### src/hw/rtl/assert_macros.svh
// assertion macros for the rtl top level json_string_unescape_utf8
// expects clk and rst_n in the scope of use
`ifndef ASSERT_MACROS_SVH
`define ASSERT_MACROS_SVH

// same-cycle implication, disabled in reset
`define ASSERT_SAME(label, ante, cons) \
    label: assert property (@(posedge clk) disable iff (!rst_n) (ante) |-> (cons)) \
        else $error("assertion failed");

// next-cycle implication, disabled in reset
`define ASSERT_NEXT(label, ante, cons) \
    label: assert property (@(posedge clk) disable iff (!rst_n) (ante) |=> (cons)) \
        else $error("assertion failed");

`endif

### src/hw/rtl/jsu_pkg.sv
// shared types and constants for the json string unescaper
// no dependencies
`timescale 1ns / 1ps

package jsu_pkg;

    localparam int unsigned MaxBurst = 3;

    localparam logic [7:0] Utf8Lead2 = 8'hC0;
    localparam logic [7:0] Utf8Lead3 = 8'hE0;
    localparam logic [7:0] Utf8Cont  = 8'h80;
    localparam logic [5:0] Utf8Mask  = 6'h3F;
    localparam logic [15:0] Utf8Limit2 = 16'h0800;
    localparam logic [15:0] Utf8Limit1 = 16'h0080;

    // decoded bytes of one input byte, first byte in element 0
    typedef struct packed {
        logic [1:0]                   count;
        logic [MaxBurst-1:0][7:0]     bytes;
    } burst_t;

endpackage

### src/hw/rtl/jsu_escaped_if.sv
// escaped byte channel: valid/ready handshake with byte and start flag
// no dependencies
`timescale 1ns / 1ps

interface jsu_escaped_if;
    logic       valid;
    logic       ready;
    logic [7:0] in_byte;
    logic       start_value;

    modport source (output valid, output in_byte, output start_value, input ready);
    modport sink (input valid, input in_byte, input start_value, output ready);
endinterface

### src/hw/rtl/jsu_decoded_if.sv
// decoded byte channel: valid/ready handshake with byte and run end flag
// no dependencies
`timescale 1ns / 1ps

interface jsu_decoded_if;
    logic       valid;
    logic       ready;
    logic [7:0] out_byte;
    logic       last_of_run;

    modport source (output valid, output out_byte, output last_of_run, input ready);
    modport sink (input valid, input out_byte, input last_of_run, output ready);
endinterface

### src/hw/rtl/json_string_unescape_utf8.sv
// A byte is taken every cycle while escapes yield at most one output byte and the
// output is ready; a \uXXXX that encodes to 2 or 3 UTF-8 bytes holds the input until
// its last byte shows, since the single output byte port sends one byte per transfer.
// start_value clears the decoder for that byte. Data passes s1 and the burst register.
// depends on jsu_pkg, jsu_escaped_if, jsu_decoded_if, jsu_decode, jsu_burst
`timescale 1ns / 1ps

`include "assert_macros.svh"

module json_string_unescape_utf8
(
    input  logic          clk,
    input  logic          rst_n,
    jsu_escaped_if.sink   escaped,
    jsu_decoded_if.source decoded
);
    import jsu_pkg::*;

    logic       s1_valid_reg;
    logic [7:0] s1_byte_reg;
    logic       s1_start_reg;
    logic       s1_advance;
    logic       can_load;
    logic       in_take;
    burst_t     burst;

    assign s1_advance    = s1_valid_reg && can_load;
    assign escaped.ready = !s1_valid_reg || can_load;
    assign in_take       = escaped.valid && escaped.ready;

    always_ff @(posedge clk or negedge rst_n)
    begin
        if (!rst_n)
            s1_valid_reg <= 1'b0;
        else if (in_take)
            s1_valid_reg <= 1'b1;
        else if (s1_advance)
            s1_valid_reg <= 1'b0;
    end

    always_ff @(posedge clk)
    begin
        if (in_take)
        begin
            s1_byte_reg  <= escaped.in_byte;
            s1_start_reg <= escaped.start_value;
        end
    end

    jsu_decode u_decode
    (
        .clk        (clk),
        .rst_n      (rst_n),
        .item_byte  (s1_byte_reg),
        .item_start (s1_start_reg),
        .advance    (s1_advance),
        .burst      (burst)
    );

    jsu_burst u_burst
    (
        .clk        (clk),
        .rst_n      (rst_n),
        .load_burst (burst),
        .load_en    (s1_advance),
        .can_load   (can_load),
        .decoded    (decoded)
    );

    // a held item must move on when a new one is taken
    `ASSERT_SAME(a_no_overwrite, in_take && s1_valid_reg, s1_advance)
    // a non-empty burst shows up on the output next cycle
    `ASSERT_NEXT(a_burst_shown, s1_advance && burst.count != 2'd0, decoded.valid)
    // an empty burst leaves the output idle
    `ASSERT_NEXT(a_empty_idle, s1_advance && burst.count == 2'd0, !decoded.valid)

endmodule

### src/hw/rtl/jsu_decode.sv
// escape decoder: mode state and the byte-to-burst logic
// depends on jsu_pkg
`timescale 1ns / 1ps

module jsu_decode
(
    input  logic            clk,
    input  logic            rst_n,
    input  logic [7:0]      item_byte,
    input  logic            item_start,
    input  logic            advance,
    output jsu_pkg::burst_t burst
);
    import jsu_pkg::*;

    typedef enum logic [1:0] {
        MODE_NORMAL,
        MODE_ESCAPE,
        MODE_HEX,
        MODE_ENDED
    } mode_t;

    mode_t       mode_reg, mode_next, mode_cur;
    logic [1:0]  count_reg, count_next, count_cur;
    logic [15:0] code_reg, code_next, code_cur;
    logic        stop_reg, stop_next, stop_cur;

    logic [4:0]  digit;
    logic [15:0] code_new;

    function automatic logic [4:0] hex_digit(input logic [7:0] c);
        logic [4:0] d;
        d = 5'h10;
        if (c >= "0" && c <= "9") d = {1'b0, 4'(c - "0")};
        else if (c >= "a" && c <= "f") d = {1'b0, 4'(c - "a" + 8'd10)};
        else if (c >= "A" && c <= "F") d = {1'b0, 4'(c - "A" + 8'd10)};
        return d;
    endfunction

    always_comb
    begin
        mode_cur  = item_start ? MODE_NORMAL : mode_reg;
        count_cur = item_start ? 2'd0 : count_reg;
        code_cur  = item_start ? 16'd0 : code_reg;
        stop_cur  = item_start ? 1'b0 : stop_reg;

        mode_next  = mode_cur;
        count_next = count_cur;
        code_next  = code_cur;
        stop_next  = stop_cur;
        burst      = '0;

        digit    = hex_digit(item_byte);
        code_new = code_cur;

        unique case (mode_cur)
            MODE_NORMAL:
            begin
                if (item_byte == 8'h00 || item_byte == "\"")
                    mode_next = MODE_ENDED;
                else if (item_byte == "\\")
                    mode_next = MODE_ESCAPE;
                else
                begin
                    burst.count    = 2'd1;
                    burst.bytes[0] = item_byte;
                end
            end
            MODE_ESCAPE:
            begin
                mode_next   = MODE_NORMAL;
                burst.count = 2'd1;
                case (item_byte)
                    "n":     burst.bytes[0] = 8'h0A;
                    "t":     burst.bytes[0] = 8'h09;
                    "r":     burst.bytes[0] = 8'h0D;
                    "u":
                    begin
                        burst.count = 2'd0;
                        mode_next   = MODE_HEX;
                        count_next  = 2'd0;
                        code_next   = 16'd0;
                        stop_next   = 1'b0;
                    end
                    8'h00:
                    begin
                        burst.bytes[0] = 8'h00;
                        mode_next      = MODE_ENDED;
                    end
                    default: burst.bytes[0] = item_byte;
                endcase
            end
            MODE_HEX:
            begin
                if (item_byte == 8'h00)
                begin
                    mode_next  = MODE_ENDED;
                    count_next = 2'd0;
                end
                else
                begin
                    if (!stop_cur)
                    begin
                        if (digit[4])
                            stop_next = 1'b1;
                        else
                            code_new = {code_cur[11:0], digit[3:0]};
                    end
                    code_next  = code_new;
                    count_next = count_cur + 2'd1;
                    if (count_cur == 2'd3)
                    begin
                        mode_next  = MODE_NORMAL;
                        count_next = 2'd0;
                        if (code_new < Utf8Limit1)
                        begin
                            burst.count    = 2'd1;
                            burst.bytes[0] = code_new[7:0];
                        end
                        else if (code_new < Utf8Limit2)
                        begin
                            burst.count    = 2'd2;
                            burst.bytes[0] = Utf8Lead2 | {3'b000, code_new[10:6]};
                            burst.bytes[1] = Utf8Cont | {2'b00, code_new[5:0] & Utf8Mask};
                        end
                        else
                        begin
                            burst.count    = 2'd3;
                            burst.bytes[0] = Utf8Lead3 | {4'h0, code_new[15:12]};
                            burst.bytes[1] = Utf8Cont | {2'b00, code_new[11:6] & Utf8Mask};
                            burst.bytes[2] = Utf8Cont | {2'b00, code_new[5:0] & Utf8Mask};
                        end
                    end
                end
            end
            MODE_ENDED:
            begin
                burst.count = 2'd0;
            end
            default:
            begin
                burst.count = 2'd0;
            end
        endcase
    end

    always_ff @(posedge clk or negedge rst_n)
    begin
        if (!rst_n)
        begin
            mode_reg  <= MODE_NORMAL;
            count_reg <= 2'd0;
            code_reg  <= 16'd0;
            stop_reg  <= 1'b0;
        end
        else if (advance)
        begin
            mode_reg  <= mode_next;
            count_reg <= count_next;
            code_reg  <= code_next;
            stop_reg  <= stop_next;
        end
    end

endmodule

### src/hw/rtl/jsu_burst.sv
// result register: holds one burst and sends it a byte per transfer
// depends on jsu_pkg and jsu_decoded_if
`timescale 1ns / 1ps

module jsu_burst
(
    input  logic            clk,
    input  logic            rst_n,
    input  jsu_pkg::burst_t load_burst,
    input  logic            load_en,
    output logic            can_load,
    jsu_decoded_if.source   decoded
);
    import jsu_pkg::*;

    logic [MaxBurst-1:0][7:0] bytes_reg;
    logic [1:0]               left_reg;
    logic [1:0]               idx_reg;
    logic                     take;

    assign decoded.valid       = (left_reg != 2'd0);
    assign decoded.last_of_run = (left_reg == 2'd1);
    assign take                = decoded.valid && decoded.ready;
    assign can_load            = (left_reg == 2'd0) || (left_reg == 2'd1 && decoded.ready);

    always_comb
    begin
        case (idx_reg)
            2'd1:    decoded.out_byte = bytes_reg[1];
            2'd2:    decoded.out_byte = bytes_reg[2];
            default: decoded.out_byte = bytes_reg[0];
        endcase
    end

    always_ff @(posedge clk or negedge rst_n)
    begin
        if (!rst_n)
        begin
            left_reg <= 2'd0;
            idx_reg  <= 2'd0;
        end
        else if (load_en)
        begin
            left_reg <= load_burst.count;
            idx_reg  <= 2'd0;
        end
        else if (take)
        begin
            left_reg <= left_reg - 2'd1;
            idx_reg  <= idx_reg + 2'd1;
        end
    end

    always_ff @(posedge clk)
    begin
        if (load_en)
            bytes_reg <= load_burst.bytes;
    end

endmodule

### src/flat_wrapper.sv
// flat-port wrapper written by rule: the top's interface ports become plain ports
module json_string_unescape_utf8_flat import jsu_pkg::*;
  (clk, rst_n, escaped_valid, escaped_in_byte, escaped_start_value, escaped_ready, decoded_valid, decoded_out_byte, decoded_last_of_run, decoded_ready);
  jsu_escaped_if escaped_i ();
  jsu_decoded_if decoded_i ();
  input  logic clk;
  input  logic rst_n;
  input wire logic [$bits(escaped_i.valid)-1:0] escaped_valid;
  input wire logic [$bits(escaped_i.in_byte)-1:0] escaped_in_byte;
  input wire logic [$bits(escaped_i.start_value)-1:0] escaped_start_value;
  output wire logic [$bits(escaped_i.ready)-1:0] escaped_ready;
  output wire logic [$bits(decoded_i.valid)-1:0] decoded_valid;
  output wire logic [$bits(decoded_i.out_byte)-1:0] decoded_out_byte;
  output wire logic [$bits(decoded_i.last_of_run)-1:0] decoded_last_of_run;
  input wire logic [$bits(decoded_i.ready)-1:0] decoded_ready;
  assign escaped_i.valid = escaped_valid;
  assign escaped_i.in_byte = escaped_in_byte;
  assign escaped_i.start_value = escaped_start_value;
  assign escaped_ready = escaped_i.ready;
  assign decoded_valid = decoded_i.valid;
  assign decoded_out_byte = decoded_i.out_byte;
  assign decoded_last_of_run = decoded_i.last_of_run;
  assign decoded_i.ready = decoded_ready;
  json_string_unescape_utf8 u_core (.clk(clk), .rst_n(rst_n), .escaped(escaped_i), .decoded(decoded_i));
endmodule
### config.mk
export PLATFORM = sky130hd
export DESIGN_NAME = json_string_unescape_utf8_flat
export DESIGN_NICKNAME = d
export VERILOG_FILES = /design/src/hw/rtl/jsu_pkg.sv /design/src/hw/rtl/jsu_escaped_if.sv /design/src/hw/rtl/jsu_decoded_if.sv /design/src/hw/rtl/json_string_unescape_utf8.sv /design/src/hw/rtl/jsu_decode.sv /design/src/hw/rtl/jsu_burst.sv /design/src/flat_wrapper.sv
export VERILOG_INCLUDE_DIRS = /design/src /design/src/hw/rtl
export SDC_FILE = /design/constraint.sdc
export NUM_CORES = 1
export LEC_CHECK = 0
export BUFFER_PORTS_ARGS = -buffer_cell sky130_fd_sc_hd__buf_2
export CAP_MARGIN = 20
export CORE_UTILIZATION = 25
export CTS_CLUSTER_SIZE = 25
export DETAILED_ROUTE_END_ITERATION = 10
export GPL_ROUTABILITY_DRIVEN = 1
export HOLD_SLACK_MARGIN = 0.03
export PLACE_DENSITY = 0.44
export SYNTH_ARGS = -nofsm -noshare
export SYNTH_HDL_FRONTEND = slang
export SYNTH_SLANG_ARGS = --single-unit
### constraint.sdc
create_clock -name clk -period 3 [get_ports clk]
set_clock_uncertainty 0.05 [all_clocks]
set_input_delay 0.6 -clock clk [delete_from_list [all_inputs] [get_ports clk]]
set_output_delay 0.6 -clock clk [all_outputs]
set_load 0.05 [all_outputs]
==> results_dict.tcl <==
set metrics [dict create \
    status "complete, no violations" \
    yosysMostFrequentCell "nand2_1" \
    synth_compound_area_frac 0.243 \
    seqPwrFrac 0.292 \
    finalHoldViolCount 0 \
    start_util 0.255 \
    synth_mux_area_frac 0.0206 \
    layout_setup_ws_ps 129 \
    io_pins 24 \
    async_flop_share 0.456 \
    synth_seq_area_share 0.448 \
    final_layout_size_suffix_gt1_frac 0.253 \
    grt_overflow_total 0 \
    cpMostUsedCell "o21ai_0" \
    synthAdderAreaFrac 0.0461 \
    p_comb_frac 0.425 \
    avgViaCountPerCell 4.93 \
    maxSlewViolCount 0 \
    io_buffers 23 \
    drt_pre_antenna_iters 4 \
    drt_iter0_markers 183 \
    path_class "flop to flop" \
    die_w_um 121 \
    syn_avg_cell_area_um2 9.51 \
    slowest_stage "or4b_4" \
    yosysTopAreaCell "edfxtp_1" \
    setup_viol 0 \
    die-height_um 121 \
    synthXorXnorAreaFrac 0.00745 \
    wl_met3_um 474 \
    antenna_found_initial 0 \
    fin_crit_ps 2870 \
    p_int_uw 2340 \
    largest_reg_flops 22 \
    setup_tns_ps 0 \
    antenna_cells 0 \
    ctsHoldBuffers 0 \
    cp_data_required_time_ps 3080 \
    maxCapViolations 0 \
    ys_ff_latch 57 \
    p_per_area_nw_per_um2 875 \
    fillers 1417 \
    fin_hold_ws_ps 241 \
    grtUsageTotal 0.149 \
    reg2reg_slack_ps 130 \
    wl_met1_um 4900 \
    yosys-top-cells-area "edfxtp_1 (26%), dfrtp_1 (18%), nand2_1 (5.0%), o21ai_0 (4.7%), ha_1 (4.6%)" \
    switching_power_uw 1630 \
    dr_wl_met2_um 4500 \
    placedCellCount 606 \
    synth.top_cells.by_count "nand2_1 (47), o21ai_0 (33), edfxtp_1 (31)" \
    vdd.ir_drop.worst_uv 333 \
    top_layer "met4" \
    dpl_worst_slack_ps -163 \
    reg2reg_from "u_core.s1_byte_reg[7]" \
    hold_class "primary input to asynchronous set/reset pin" \
    cts_tree "done" \
    gp_congestion 0.904 \
    clk_latency_ps 350 \
    ctsRootBufferMaster "clkbuf_16" \
    post_synth_num_cell_types 57 \
    syn_inst 371 \
    synth_warnings 0 \
    synth_ff_type "edfxtp_1" \
    ff2ff_path_depth 8 \
    worstSetupStartpointType "flop" \
    layout.nets 468 \
    cts_max_path_buffers 2 \
    rows 43 \
    vias 3093 \
    r2r_end "u_core.u_burst.bytes_reg[0]" \
    grt_pass1_wl_um 16400 \
    drt-total-wl_um 10100 \
    hpwlAfterDp_um 7660 \
    worstPathArrival_ps 2960 \
    crit_fanout 5 \
    syn2layout_area_growth_pct 28.7 \
    grt_max_degree 27 \
    htree_levels 3 \
    synth_fp_nets 397 \
    drc 0 \
    synth_top_family_by_area "compound AO/OA/AOI/OAI gates" \
    min_period_over_period 0.957 \
    swShare 0.410 \
    p_leak_uw 0.00186 \
    cpPeakStageDelay_ps 600 \
    relSlewSlack 0.553 \
    fp.coreArea_um2 13800 \
    synth-simple-area-share 0.188 \
    tightest_slew_ps 671 \
    grt_pass1_vias 3079 \
    cts_num_sinks 57 \
    cts_buffers 9 \
    fin_cells 627 \
    synth-edff-count 31 \
    routedWlPerCell_um 16.1 \
    clkPwrFrac 0.283 \
    max_freq_mhz 348 \
    dieArea_um2 14600 \
    crit_chain "or4b_4, or4_4, buf_4, nand3_1, o21ai_0, nor2_1, o21ai_0, a221oi_2" \
    synth_area_um2 3530 \
    worst_setup_path_end_kind "flop" \
    power_uw 3970 \
    ant_nets 0 \
    synth_top_area_share 0.264 \
    clkTransAtPathRegs_ps 60 \
]
-- layer usage --
| layer | GRT usage | up-vias |
|---|---|---|
| li1 | - | 1519 |
| met1 | 0.197 | 1477 |
| met2 | 0.227 | 80 |
| met3 | 0.0387 | 17 |
| met4 | 0.0718 | 0 |
| met5 | 0 | - |
-- final cells by class --
class / instances / area [µm²] / share of cell area
multi-input cells: 278 / 1820 / 0.401
repair buffers: 77 / 520 / 0.115
inverters: 19 / 71.3 / 0.0157
clock buffers: 11 / 243 / 0.0535
well taps: 180 / 225 / 0.0496
flip-flops and latches: 57 / 1580 / 0.348
clock inverters: 5 / 78.8 / 0.0174
-- power by group through the flow --
stage / combinational, µW / sequential (µW) / clock, µW
after floorplan: 1200 / 1150 / 0
after global placement: 1670 / 1170 / 0
after detailed placement: 1670 / 1170 / 0
after CTS: 1680 / 1160 / 1150
after global routing: 1840 / 1180 / 1180
final: 1690 / 1160 / 1130
-- metrics by stage --
step / cell area [µm²] / util
after global placement: 4140 / 0.300
after CTS: 4480 / 0.324
after global routing: 4540 / 0.328
final: 4540 / 0.328
after detailed placement: 4140 / 0.300
after floorplan: 3530 / -
-- worst max path at each step --
| stage | from | end | slack (ps) | depth (start not counted) |
|---|---|---|---|---|
| floorplan | u_core.s1_byte_reg[0] | u_core.u_burst.bytes_reg[6] | 150 | 10 |
| global placement | u_core.s1_byte_reg[0] | u_core.u_burst.bytes_reg[0] | -70 | 10 |
| detailed placement | u_core.s1_byte_reg[0] | u_core.u_burst.bytes_reg[2] | -160 | 10 |
| CTS | u_core.s1_byte_reg[7] | u_core.u_burst.bytes_reg[0] | 40 | 8 |
| global route | u_core.s1_byte_reg[0] | u_core.u_burst.bytes_reg[0] | -20 | 10 |
| finish | u_core.s1_byte_reg[7] | u_core.u_burst.bytes_reg[0] | 130 | 8 |
-- critical path, delay by kind of cell, from the launching register on --
kind / cells / cell delay [ps]
buffers and inverters: 1 / 180
and+or+nand+nor: 4 / 1410
DFF: 1 / 390
AOI/OAI and AO/OA: 3 / 640
-- timing repair --
action / CTS / global route
setup buffers: 0 / 5
setup endpoints to repair: 15 / 19
resized for setup: 2 / 6
pin swaps: 0 / 4
-- layout by cell type, fill, tap and decap left out, types with 2 or more instances in the layout --
| master | netlist | layout |
|---|---|---|
| a211oi_1 | 4 | 4 |
| a21bo_2 | 2 | 2 |
| a21boi_0 | 2 | 2 |
| a21o_1 | 4 | 4 |
| a21oi_1 | 23 | 23 |
| a22o_1 | 7 | 7 |
| a22oi_1 | 15 | 15 |
| a31oi_1 | 6 | 6 |
| a32oi_1 | 3 | 3 |
| and2_1 | 3 | 3 |
| and3_1 | 6 | 6 |
| buf_2 | 5 | 23 |
| buf_4 | 0 | 54 |
| bufinv_16 | 0 | 2 |
| clkbuf_16 | 0 | 9 |
| clkinv_2 | 0 | 2 |
| dfrtp_1 | 26 | 26 |
| edfxtp_1 | 31 | 31 |
| ha_1 | 13 | 13 |
| inv_1 | 18 | 18 |
| mux2_2 | 2 | 2 |
| mux2i_1 | 5 | 4 |
| nand2_1 | 47 | 46 |
| nand2b_1 | 5 | 5 |
| nand3_1 | 6 | 6 |
| nand4_1 | 4 | 4 |
| nor2_1 | 22 | 22 |
| nor2b_1 | 11 | 11 |
| nor3_1 | 11 | 10 |
| nor4_1 | 3 | 3 |
| o211ai_1 | 5 | 5 |
| o21a_1 | 2 | 2 |
| o21ai_0 | 33 | 33 |
| o21ai_1 | 2 | 2 |
| o31ai_1 | 4 | 4 |
| or3_1 | 2 | 2 |
| xnor2_1 | 3 | 3 |
-- cells by family (layout without fill, tap and decap cells) --
family,after synthesis,after routing
simple gates,130,130
compound gates,125,125
flops,57,57
buf+inv,36,112
fa+ha+maj,13,13
mux,7,7
xor+xnor,3,3
No activity file was read; power rests on OpenSTA's default activity.
